$ cat config.mk
export PLATFORM = sky130hd
export DESIGN_NAME = comment_stripper_core
export DESIGN_NICKNAME = d
export VERILOG_FILES = /design/src/rtl/core/cstr_pkg.sv /design/src/rtl/core/comment_stripper_core.sv /design/src/rtl/core/cstr_front.sv /design/src/rtl/core/cstr_queue.sv /design/src/rtl/core/cstr_back.sv
export VERILOG_INCLUDE_DIRS = /design/src /design/src/rtl/core
export SDC_FILE = /design/constraint.sdc
export NUM_CORES = 1
export LEC_CHECK = 0
export BUFFER_PORTS_ARGS = -buffer_cell sky130_fd_sc_hd__buf_2
export CORE_MARGIN = 3
export CORE_UTILIZATION = 62
export CTS_BUF_LIST = sky130_fd_sc_hd__clkbuf_8
export CTS_CLUSTER_DIAMETER = 60
export DETAILED_ROUTE_END_ITERATION = 10
export PLACE_DENSITY = 0.82
export REMOVE_ABC_BUFFERS = 1
export SETUP_SLACK_MARGIN = 0.05
export SLEW_MARGIN = 10
export SYNTH_ARGS = -nofsm -noshare
export SYNTH_HDL_FRONTEND = slang
export SYNTH_HIERARCHICAL = 1
export SYNTH_SLANG_ARGS = --single-unit
$ cat constraint.sdc
create_clock -name clock -period 6.43 [get_ports clock]
set_input_delay 0.643 -clock clock [delete_from_list [all_inputs] [get_ports clock]]
set_output_delay 0.643 -clock clock [all_outputs]
set_load 0.005 [all_outputs]
$ cat src/rtl/core/comment_stripper_core_assert.svh
// assertion macros for the comment stripper core
// no dependencies; included by files that carry concurrent checks
`ifndef COMMENT_STRIPPER_CORE_ASSERT_SVH
`define COMMENT_STRIPPER_CORE_ASSERT_SVH

`ifndef SYNTHESIS

// same-cycle implication
`define CSTR_ASSERT_SAME(label, clk, rst, ante, cons) \
   label: assert property (@(posedge clk) disable iff (rst) (ante) |-> (cons)) \
      else $error("%m: check failed");

// next-cycle implication
`define CSTR_ASSERT_NEXT(label, clk, rst, ante, cons) \
   label: assert property (@(posedge clk) disable iff (rst) (ante) |=> (cons)) \
      else $error("%m: check failed");

`else

`define CSTR_ASSERT_SAME(label, clk, rst, ante, cons)
`define CSTR_ASSERT_NEXT(label, clk, rst, ante, cons)

`endif

`endif

$ cat src/rtl/core/cstr_pkg.sv
// shared types and constants for the comment stripper core
// no dependencies; used by every module of the block
package cstr_pkg;

   localparam int BYTE_W    = 8;
   localparam int DELIM_W   = 64;
   localparam int LEN_W     = 4;
   localparam int CNT_W     = 3;
   localparam int CSR_IDX_W = 2;
   localparam int MAX_DELIM = 8;

   localparam logic [BYTE_W-1:0] SQUOTE  = 8'h27;
   localparam logic [BYTE_W-1:0] DQUOTE  = 8'h22;
   localparam logic [BYTE_W-1:0] BSLASH  = 8'h5C;
   localparam logic [BYTE_W-1:0] NEWLINE = 8'h0A;

   localparam logic [DELIM_W-1:0] BEGIN_DELIM_RST = 64'h2A2F;
   localparam logic [LEN_W-1:0]   BEGIN_LEN_RST   = 4'd2;
   localparam logic [DELIM_W-1:0] END_DELIM_RST   = 64'h2F2A;
   localparam logic [LEN_W-1:0]   END_LEN_RST     = 4'd2;

   typedef enum logic [CSR_IDX_W-1:0] {
      CSR_BEGIN_DELIM = 2'd0,
      CSR_BEGIN_LEN   = 2'd1,
      CSR_END_DELIM   = 2'd2,
      CSR_END_LEN     = 2'd3
   } cstr_csr_idx_type;

   typedef struct packed {
      logic [BYTE_W-1:0] data_byte;
      logic              text_start;
   } cstr_req_type;

   typedef struct packed {
      logic [BYTE_W-1:0] out_byte;
      logic              run_last;
   } cstr_rsp_type;

   typedef struct packed {
      logic [DELIM_W-1:0] begin_delim;
      logic [LEN_W-1:0]   begin_len;
      logic [DELIM_W-1:0] end_delim;
      logic [LEN_W-1:0]   end_len;
   } cstr_cfg_type;

   // work for the back end: release flush_cnt begin bytes, then maybe one byte
   typedef struct packed {
      logic [CNT_W-1:0]  flush_cnt;
      logic              tail_valid;
      logic [BYTE_W-1:0] tail_byte;
   } cstr_desc_type;

   typedef struct packed {
      logic nonempty;
      logic full;
   } cstr_qstat_type;

   function automatic logic [LEN_W-1:0] eff_len(input logic [LEN_W-1:0] v);
      logic [LEN_W-1:0] r;
      if (v == '0) begin
         r = LEN_W'(1);
      end else if (v > LEN_W'(MAX_DELIM)) begin
         r = LEN_W'(MAX_DELIM);
      end else begin
         r = v;
      end
      return r;
   endfunction

   function automatic logic [BYTE_W-1:0] delim_byte(input logic [DELIM_W-1:0] d,
                                                    input logic [CNT_W-1:0]   i);
      return d[i*BYTE_W +: BYTE_W];
   endfunction

endpackage

$ cat src/rtl/core/comment_stripper_core.sv
// top level of the comment stripper: control registers, front end, work queue, back end
// depends on cstr_pkg, cstr_front, cstr_queue, cstr_back and the assertion macro header
`include "comment_stripper_core_assert.svh"

// Removes delimited comments from a byte stream, passing quoted literals through.
// The front end takes one byte per cycle while req_stall is low and classifies it
// against the current scan mode; each byte that yields output leaves a work item in
// a QUEUE_DEPTH deep queue. The back end turns each work item into results at one
// per cycle while rsp_stall is low: a byte that ends a failed begin match of k
// bytes gives up to k + 1 results, any other byte at most one. The sustained rate
// is one byte per cycle; req_stall rises only when the queue is full, which happens
// when partial-match releases outrun the result side or rsp_stall holds results
// back. A byte's work item goes into a queue slot and its results into the output
// register. Registers must be written through the csr port only while no item is in
// flight; the block itself does not enforce this, and csr_ready is always high.
module comment_stripper_core #(
   parameter int QUEUE_DEPTH = 4
) (
   input  logic                              clock,
   input  logic                              reset,
   input  logic                              req_valid,
   output logic                              req_stall,
   input  cstr_pkg::cstr_req_type            req_payload,
   output logic                              rsp_valid,
   input  logic                              rsp_stall,
   output cstr_pkg::cstr_rsp_type            rsp_payload,
   input  logic                              csr_valid,
   output logic                              csr_ready,
   input  logic [cstr_pkg::CSR_IDX_W-1:0]    csr_index,
   input  logic [cstr_pkg::DELIM_W-1:0]      csr_data
);
   import cstr_pkg::*;

   cstr_cfg_type   cfg_ff;
   cstr_desc_type  push_desc, head_desc;
   cstr_qstat_type qstat;
   logic           accept, push, pop;

   assign csr_ready = 1'b1;

   always_ff @(posedge clock) begin
      if (reset) begin
         cfg_ff.begin_delim <= BEGIN_DELIM_RST;
         cfg_ff.begin_len   <= BEGIN_LEN_RST;
         cfg_ff.end_delim   <= END_DELIM_RST;
         cfg_ff.end_len     <= END_LEN_RST;
      end else if (csr_valid && csr_ready) begin
         case (csr_index)
            CSR_BEGIN_DELIM: cfg_ff.begin_delim <= csr_data;
            CSR_BEGIN_LEN:   cfg_ff.begin_len   <= csr_data[LEN_W-1:0];
            CSR_END_DELIM:   cfg_ff.end_delim   <= csr_data;
            CSR_END_LEN:     cfg_ff.end_len     <= csr_data[LEN_W-1:0];
            default: begin
            end
         endcase
      end
   end

   assign req_stall = qstat.full;
   assign accept    = req_valid && !req_stall;

   cstr_front u_front (
      .clock  (clock),
      .reset  (reset),
      .accept (accept),
      .req    (req_payload),
      .cfg    (cfg_ff),
      .push   (push),
      .desc   (push_desc)
   );

   cstr_queue #(
      .DEPTH (QUEUE_DEPTH)
   ) u_queue (
      .clock     (clock),
      .reset     (reset),
      .push      (push),
      .push_desc (push_desc),
      .pop       (pop),
      .head_desc (head_desc),
      .stat      (qstat)
   );

   cstr_back u_back (
      .clock       (clock),
      .reset       (reset),
      .cfg         (cfg_ff),
      .head_desc   (head_desc),
      .stat        (qstat),
      .pop         (pop),
      .rsp_valid   (rsp_valid),
      .rsp_stall   (rsp_stall),
      .rsp_payload (rsp_payload)
   );

   // queue never written while full
   `CSTR_ASSERT_SAME(a_no_overflow, clock, reset, push, !qstat.full)
   // back end only retires work that exists
   `CSTR_ASSERT_SAME(a_no_underflow, clock, reset, pop, qstat.nonempty)
   // with nothing queued, a freed output register stays empty
   `CSTR_ASSERT_NEXT(a_no_invented_rsp, clock, reset,
                     (!rsp_valid || !rsp_stall) && !qstat.nonempty, !rsp_valid)

endmodule

$ cat src/rtl/core/cstr_front.sv
// front end: accepts source bytes, tracks the scan mode and emits work items
// depends on cstr_pkg
module cstr_front (
   input  logic                  clock,
   input  logic                  reset,
   input  logic                  accept,
   input  cstr_pkg::cstr_req_type req,
   input  cstr_pkg::cstr_cfg_type cfg,
   output logic                  push,
   output cstr_pkg::cstr_desc_type desc
);
   import cstr_pkg::*;

   typedef enum logic [2:0] {
      SM_NORMAL   = 3'd0,
      SM_SINGLE   = 3'd1,
      SM_SING_ESC = 3'd2,
      SM_DOUBLE   = 3'd3,
      SM_DBL_ESC  = 3'd4,
      SM_COMMENT  = 3'd5,
      SM_BEGIN    = 3'd6,
      SM_END      = 3'd7
   } mode_type;

   mode_type          mode_ff, mode_in, mode_cur;
   logic [CNT_W-1:0]  match_ff, match_in, cnt_cur;
   logic [LEN_W-1:0]  blen, elen;
   logic [BYTE_W-1:0] c;
   logic              do_normal, do_comment;

   assign c    = req.data_byte;
   assign blen = eff_len(cfg.begin_len);
   assign elen = eff_len(cfg.end_len);

   always_comb begin
      mode_cur        = req.text_start ? SM_NORMAL : mode_ff;
      cnt_cur         = req.text_start ? '0 : match_ff;
      mode_in         = mode_cur;
      match_in        = cnt_cur;
      do_normal       = 1'b0;
      do_comment      = 1'b0;
      desc.flush_cnt  = '0;
      desc.tail_valid = 1'b0;
      desc.tail_byte  = c;

      case (mode_cur)
         SM_NORMAL: begin
            do_normal = 1'b1;
         end
         SM_SINGLE: begin
            desc.tail_valid = 1'b1;
            if (c == SQUOTE) begin
               mode_in = SM_NORMAL;
            end else if (c == BSLASH) begin
               mode_in = SM_SING_ESC;
            end
         end
         SM_SING_ESC: begin
            desc.tail_valid = 1'b1;
            mode_in         = SM_SINGLE;
         end
         SM_DOUBLE: begin
            desc.tail_valid = 1'b1;
            if (c == DQUOTE) begin
               mode_in = SM_NORMAL;
            end else if (c == BSLASH) begin
               mode_in = SM_DBL_ESC;
            end
         end
         SM_DBL_ESC: begin
            desc.tail_valid = 1'b1;
            mode_in         = SM_DOUBLE;
         end
         SM_COMMENT: begin
            do_comment = 1'b1;
         end
         SM_BEGIN: begin
            if ({1'b0, cnt_cur} < blen && c == delim_byte(cfg.begin_delim, cnt_cur)) begin
               if ({1'b0, cnt_cur} + LEN_W'(1) == blen) begin
                  mode_in  = SM_COMMENT;
                  match_in = '0;
               end else begin
                  match_in = cnt_cur + CNT_W'(1);
               end
            end else begin
               // release the partial match, then treat the byte as fresh text
               desc.flush_cnt = cnt_cur;
               mode_in        = SM_NORMAL;
               match_in       = '0;
               do_normal      = 1'b1;
            end
         end
         SM_END: begin
            if ({1'b0, cnt_cur} < elen && c == delim_byte(cfg.end_delim, cnt_cur)) begin
               if ({1'b0, cnt_cur} + LEN_W'(1) == elen) begin
                  mode_in  = SM_NORMAL;
                  match_in = '0;
               end else begin
                  match_in = cnt_cur + CNT_W'(1);
               end
            end else begin
               mode_in    = SM_COMMENT;
               match_in   = '0;
               do_comment = 1'b1;
            end
         end
         default: begin
            mode_in = SM_NORMAL;
         end
      endcase

      if (do_normal) begin
         if (c == SQUOTE) begin
            desc.tail_valid = 1'b1;
            mode_in         = SM_SINGLE;
         end else if (c == DQUOTE) begin
            desc.tail_valid = 1'b1;
            mode_in         = SM_DOUBLE;
         end else if (c == delim_byte(cfg.begin_delim, '0)) begin
            if (blen == LEN_W'(1)) begin
               mode_in = SM_COMMENT;
            end else begin
               mode_in  = SM_BEGIN;
               match_in = CNT_W'(1);
            end
         end else begin
            desc.tail_valid = 1'b1;
         end
      end

      if (do_comment && c == delim_byte(cfg.end_delim, '0)) begin
         if (elen == LEN_W'(1)) begin
            // a newline terminator stays in the text
            desc.tail_valid = (c == NEWLINE);
            mode_in         = SM_NORMAL;
            match_in        = '0;
         end else begin
            mode_in  = SM_END;
            match_in = CNT_W'(1);
         end
      end
   end

   assign push = accept && (desc.flush_cnt != '0 || desc.tail_valid);

   always_ff @(posedge clock) begin
      if (reset) begin
         mode_ff  <= SM_NORMAL;
         match_ff <= '0;
      end else if (accept) begin
         mode_ff  <= mode_in;
         match_ff <= match_in;
      end
   end

endmodule

$ cat src/rtl/core/cstr_queue.sv
// short work queue between front and back end
// depends on cstr_pkg
module cstr_queue #(
   parameter int DEPTH = 4
) (
   input  logic                    clock,
   input  logic                    reset,
   input  logic                    push,
   input  cstr_pkg::cstr_desc_type push_desc,
   input  logic                    pop,
   output cstr_pkg::cstr_desc_type head_desc,
   output cstr_pkg::cstr_qstat_type stat
);
   import cstr_pkg::*;

   localparam int PW = (DEPTH > 1) ? $clog2(DEPTH) : 1;
   localparam int CW = $clog2(DEPTH + 1);

   cstr_desc_type  slot_ff [DEPTH];
   logic [PW-1:0]  wr_ptr_ff, wr_ptr_in, rd_ptr_ff, rd_ptr_in;
   logic [CW-1:0]  count_ff, count_in;

   assign wr_ptr_in = (wr_ptr_ff == PW'(DEPTH - 1)) ? '0 : wr_ptr_ff + PW'(1);
   assign rd_ptr_in = (rd_ptr_ff == PW'(DEPTH - 1)) ? '0 : rd_ptr_ff + PW'(1);

   always_comb begin
      count_in = count_ff;
      if (push && !pop) begin
         count_in = count_ff + CW'(1);
      end else if (pop && !push) begin
         count_in = count_ff - CW'(1);
      end
   end

   assign head_desc     = slot_ff[rd_ptr_ff];
   assign stat.nonempty = (count_ff != '0);
   assign stat.full     = (count_ff == CW'(DEPTH));

   always_ff @(posedge clock) begin
      if (push) begin
         slot_ff[wr_ptr_ff] <= push_desc;
      end
   end

   always_ff @(posedge clock) begin
      if (reset) begin
         wr_ptr_ff <= '0;
         rd_ptr_ff <= '0;
         count_ff  <= '0;
      end else begin
         if (push) begin
            wr_ptr_ff <= wr_ptr_in;
         end
         if (pop) begin
            rd_ptr_ff <= rd_ptr_in;
         end
         count_ff <= count_in;
      end
   end

endmodule

$ cat src/rtl/core/cstr_back.sv
// back end: expands work items into result bytes, one per cycle while rsp_stall is low, into an output register
// depends on cstr_pkg
module cstr_back (
   input  logic                     clock,
   input  logic                     reset,
   input  cstr_pkg::cstr_cfg_type   cfg,
   input  cstr_pkg::cstr_desc_type  head_desc,
   input  cstr_pkg::cstr_qstat_type stat,
   output logic                     pop,
   output logic                     rsp_valid,
   input  logic                     rsp_stall,
   output cstr_pkg::cstr_rsp_type   rsp_payload
);
   import cstr_pkg::*;

   logic [CNT_W-1:0] pos_ff, pos_in;
   logic             rsp_valid_ff, rsp_valid_in;
   cstr_rsp_type     rsp_ff, rsp_in;
   logic             load, in_flush, last;

   // output register frees up when empty or being taken this cycle
   assign load     = !rsp_valid_ff || !rsp_stall;
   assign in_flush = pos_ff < head_desc.flush_cnt;
   assign last     = in_flush ? ({1'b0, pos_ff} + (CNT_W+1)'(1) == {1'b0, head_desc.flush_cnt}
                                 && !head_desc.tail_valid)
                              : 1'b1;

   always_comb begin
      rsp_valid_in = rsp_valid_ff;
      rsp_in       = rsp_ff;
      pos_in       = pos_ff;
      pop          = 1'b0;
      if (load) begin
         rsp_valid_in = stat.nonempty;
         if (stat.nonempty) begin
            rsp_in.out_byte = in_flush ? delim_byte(cfg.begin_delim, pos_ff)
                                       : head_desc.tail_byte;
            rsp_in.run_last = last;
            if (last) begin
               pop    = 1'b1;
               pos_in = '0;
            end else begin
               pos_in = pos_ff + CNT_W'(1);
            end
         end
      end
   end

   always_ff @(posedge clock) begin
      rsp_ff <= rsp_in;
   end

   always_ff @(posedge clock) begin
      if (reset) begin
         rsp_valid_ff <= 1'b0;
         pos_ff       <= '0;
      end else begin
         rsp_valid_ff <= rsp_valid_in;
         pos_ff       <= pos_in;
      end
   end

   assign rsp_valid   = rsp_valid_ff;
   assign rsp_payload = rsp_ff;

endmodule

==> impl_metrics.py <==
metrics = {
    "status": {
        "status": "completed",
    },
    "critical_path": {
        "critPathKind": "reg -> reg",
        "arrival_ps": 5400,
        "crit_required_ps": 6870,
        "cp-start-kind": "flip-flop",
        "reg2reg_depth": 17,
        "crit_fanout": 23,
        "critPathCaptureType": "flip-flop",
    },
    "final_layout": {
        "nets": 1264,
        "areaGrowthSynthToFinish_pct": 9.093,
        "fill_cells": 1389,
        "ff_latch_area_um2": 4817,
        "drive_gt1_share_pct": 19.10,
        "multi_input_area_um2": 6379,
        "final_util_pct": 70.26,
        "antenna_cells": 0,
    },
    "synthesis": {
        "async_reset_ff_share_pct": 0,
        "syn-cell-area_um2": 11810,
        "yosys_warnings": 6,
        "synth.largest_area_cell": "dfxtp_1",
        "synthTopCellsByArea": "dfxtp_1, edfxtp_1, mux2i_1, nand2b_1, mux4_2",
        "syn_area_per_cell_um2": 10.63,
        "ys_types": 82,
        "synth_ff_type": "dfxtp_1",
        "synth-seq-cells": 212,
        "yosysTopAreaCellShare_pct": 26.28,
        "synthCells": 1111,
        "seq_area_frac_synth_pct": 40.78,
        "synth_edf_count": 57,
    },
    "clock_tree": {
        "cts_buffers": 36,
        "clk_path_buf_depth": 3,
        "cts_resized": 0,
        "clkTransAtPathRegs_ps": 60,
        "cts_htree_levels": 2,
        "post-cts-setup-buffers": 0,
        "tritoncts": "built",
        "clock-root-buffer": "clkbuf_8",
        "ctsHoldBuffers": 0,
        "clkSinkCount": 212,
        "clk_latency_ps": 520,
    },
    "pwr": {
        "p_seq_share_pct": 45.0,
        "ir_drop_mv": 0.1892,
        "power_density_nw_per_um2": 278.7,
        "power.leakage_uw": 0.005078,
        "switching_share_pct": 28.58,
        "pwr-share-comb_pct": 19.9,
        "power.internal_uw": 2563,
        "p_sw_uw": 1026,
        "clock_power_share_pct": 35.1,
    },
    "floorplan": {
        "dieArea_um2": 20730,
        "start_util_pct": 64.41,
        "ios": 92,
        "die_h_um": 144.0,
        "rows": 49,
        "die_w_um": 144.0,
        "core_area_um2": 18330,
    },
    "timing": {
        "finalSetupTns_ps": 0,
        "layout_min_cycle_time_ps": 4965,
        "relSlewSlack_pct": 34.00,
        "hold_violations": 0,
        "rsz0062_at_grt": "no",
        "setup_viol_count_final": 0,
        "tightest_slew_ps": 990.0,
        "maxSlewViolCount": 0,
        "final.period_utilization_pct": 77.22,
        "fmax_mhz": 201.4,
        "fin_skew_ps": 16.66,
    },
    "place": {
        "port-buffer-count": 90,
        "dpl.hpwl_um": 20410,
        "gp_congestion": 0.9693,
    },
    "global_routing": {
        "overflow": 0,
        "grt_use_total_pct": 28.66,
        "antenna_found_initial": 1,
        "grt_first_pass_wirelength_um": 46510,
        "grt_max_degree": 115,
        "grt_pass1_vias": 8527,
    },
    "drt": {
        "vias": 8588,
        "wl_per_cell_um": 20.78,
        "routed_wl_um": 29570,
        "final_antenna_net_count": 0,
        "via_per_inst": 6.035,
        "firstDrtPassIters": 5,
        "drc": 0,
        "first_iter_violations": 882,
    },
    "worst_hold_path": {
        "min_path_cells": 3,
        "hold_class": "in -> reg",
    },
    "run": {
        "drv_cap": 0,
    },
}
==> path summary, 6_finish.rpt <==
kind                                                       start                               end  slack, ps
worst max register to register  u_front/match_ff[0]$_SDFFE_PP0P_  u_queue/count_ff[2]$_SDFFE_PP0P_       1460
worst min register to register           cfg_ff[44]$_SDFFE_PP0P_           cfg_ff[44]$_SDFFE_PP0P_        470
worst max-delay path            u_front/match_ff[0]$_SDFFE_PP0P_  u_queue/count_ff[2]$_SDFFE_PP0P_       1460
worst min-delay path                                   rsp_stall     u_back/rsp_valid$_SDFFE_PP0N_        390
==> stage by stage <==
stage               power (µW)  hold WS (ps)  cell area, µm²  worst slack [ps]  std cells
CTS                       3617         375.1           12880              1500       1423
detailed placement        2355         461.0           12110              1280       1357
finish                    3589         394.5           12880              1465       1423
global route              3752         398.9           12880              1039       1423
global placement          2331         456.8           12110              1464       1357
floorplan                 2088         444.6           11260              1280       1024
==> cells by family after synthesis <==
logic type	count (synthesis)	share of synthesized area [%]
AO/OA/AOI/OAI	132	7.885
multiplexers	218	22.42
AND/OR/NAND/NOR	384	18.58
XOR/XNOR	40	3.084
flip-flops	212	40.78
adder cells (fa/ha/maj)	18	1.971
buffers and inverters	106	5.246
other	1	0.03176
==> area by class of cell <==
type                            instances  share of cell area, %
Tap cell                              229                  2.225
Clock buffer                           45                  4.809
Clock inverter                         21                  1.156
Multi-Input combinational cell        793                  49.52
Sequential cell                       212                  37.40
Timing Repair Buffer                  104                  4.333
Inverter                               19                 0.5537
==> sequential cells by signal, indices dropped and copies added, names as in the netlist, 2 cells and up, named ones only <==
| register | cells |
|---|---|
| u_back/rsp_payload | 9 |
| u_queue/slot_ff | 48 |
| cfg_ff | 136 |
| u_back/pos_ff | 3 |
| u_front/match_ff | 3 |
| u_queue/wr_ptr_ff | 2 |
| u_queue/count_ff | 3 |
| u_front/mode_ff | 3 |
| u_queue/rd_ptr_ff | 2 |
==> layout by cell type (no fill, tap or decap), types with 17 or more instances in the layout <==
cell	netlist	final
clkbuf_8	0	45
nand2b_1	197	197
nor2_1	64	64
nand2_1	41	41
dfxtp_1	155	153
a21oi_1	24	24
a22oi_1	17	17
xnor2_1	31	31
mux2_2	28	28
inv_1	17	26
o21ai_0	20	20
edfxtp_1	57	57
mux4_2	24	24
buf_2	25	89
mux2i_1	158	158
ha_1	17	17
==> per-layer routing <==
layer	global-route usage [%]	part of all wire [%]
met1	37.71	42
met4	8.969	2.2
met3	5.489	7.2
met5	0	0.044
met2	48.11	48
==> synthesized netlist by cell type, types with 4 or more instances <==
library cell and count:
a21oi_1 24, a22oi_1 17, a32oi_1 7, and2_1 6, buf_2 25, buf_4 17
buf_6 11, clkbuf_1 29, dfxtp_1 155, edfxtp_1 57, ha_1 17, inv_1 17
mux2_2 28, mux2i_1 158, mux4_1 8, mux4_2 24, nand2_1 41, nand2b_1 197
nand3_1 8, nand3b_1 7, nand4_1 7, nor2_1 64, nor2b_1 7, nor3_1 15
nor3b_1 6, o211ai_1 6, o21ai_0 20, o21ai_1 7, o22ai_1 6, o32ai_1 6
or3_1 4, xnor2_1 31, xor2_1 8
==> power by group through the flow <==
| stage | Clock, µW | Combinational, µW | Sequential [µW] |
|---|---|---|---|
| floorplan | 0 | 462 | 1630 |
| global placement | 0 | 692 | 1640 |
| detailed placement | 0 | 709 | 1650 |
| CTS | 1280 | 715 | 1620 |
| global route | 1340 | 776 | 1640 |
| finish | 1260 | 713 | 1620 |
==> critical path: stages (launching register included) <==
cell and delay, ps:
dfxtp_2 530, buf_4 370, nor3b_1 780, a32oi_1 110, o211ai_1 240, xnor2_1 90
nand3_1 160, nor4_4 90, or2_2 360, nand2_1 70, o21ai_0 70, a21boi_0 700
ha_1 310, inv_1 60, fa_1 370, xor2_1 150, or3_1 300, a21oi_1 140
(Power assumes the default switching activity.)
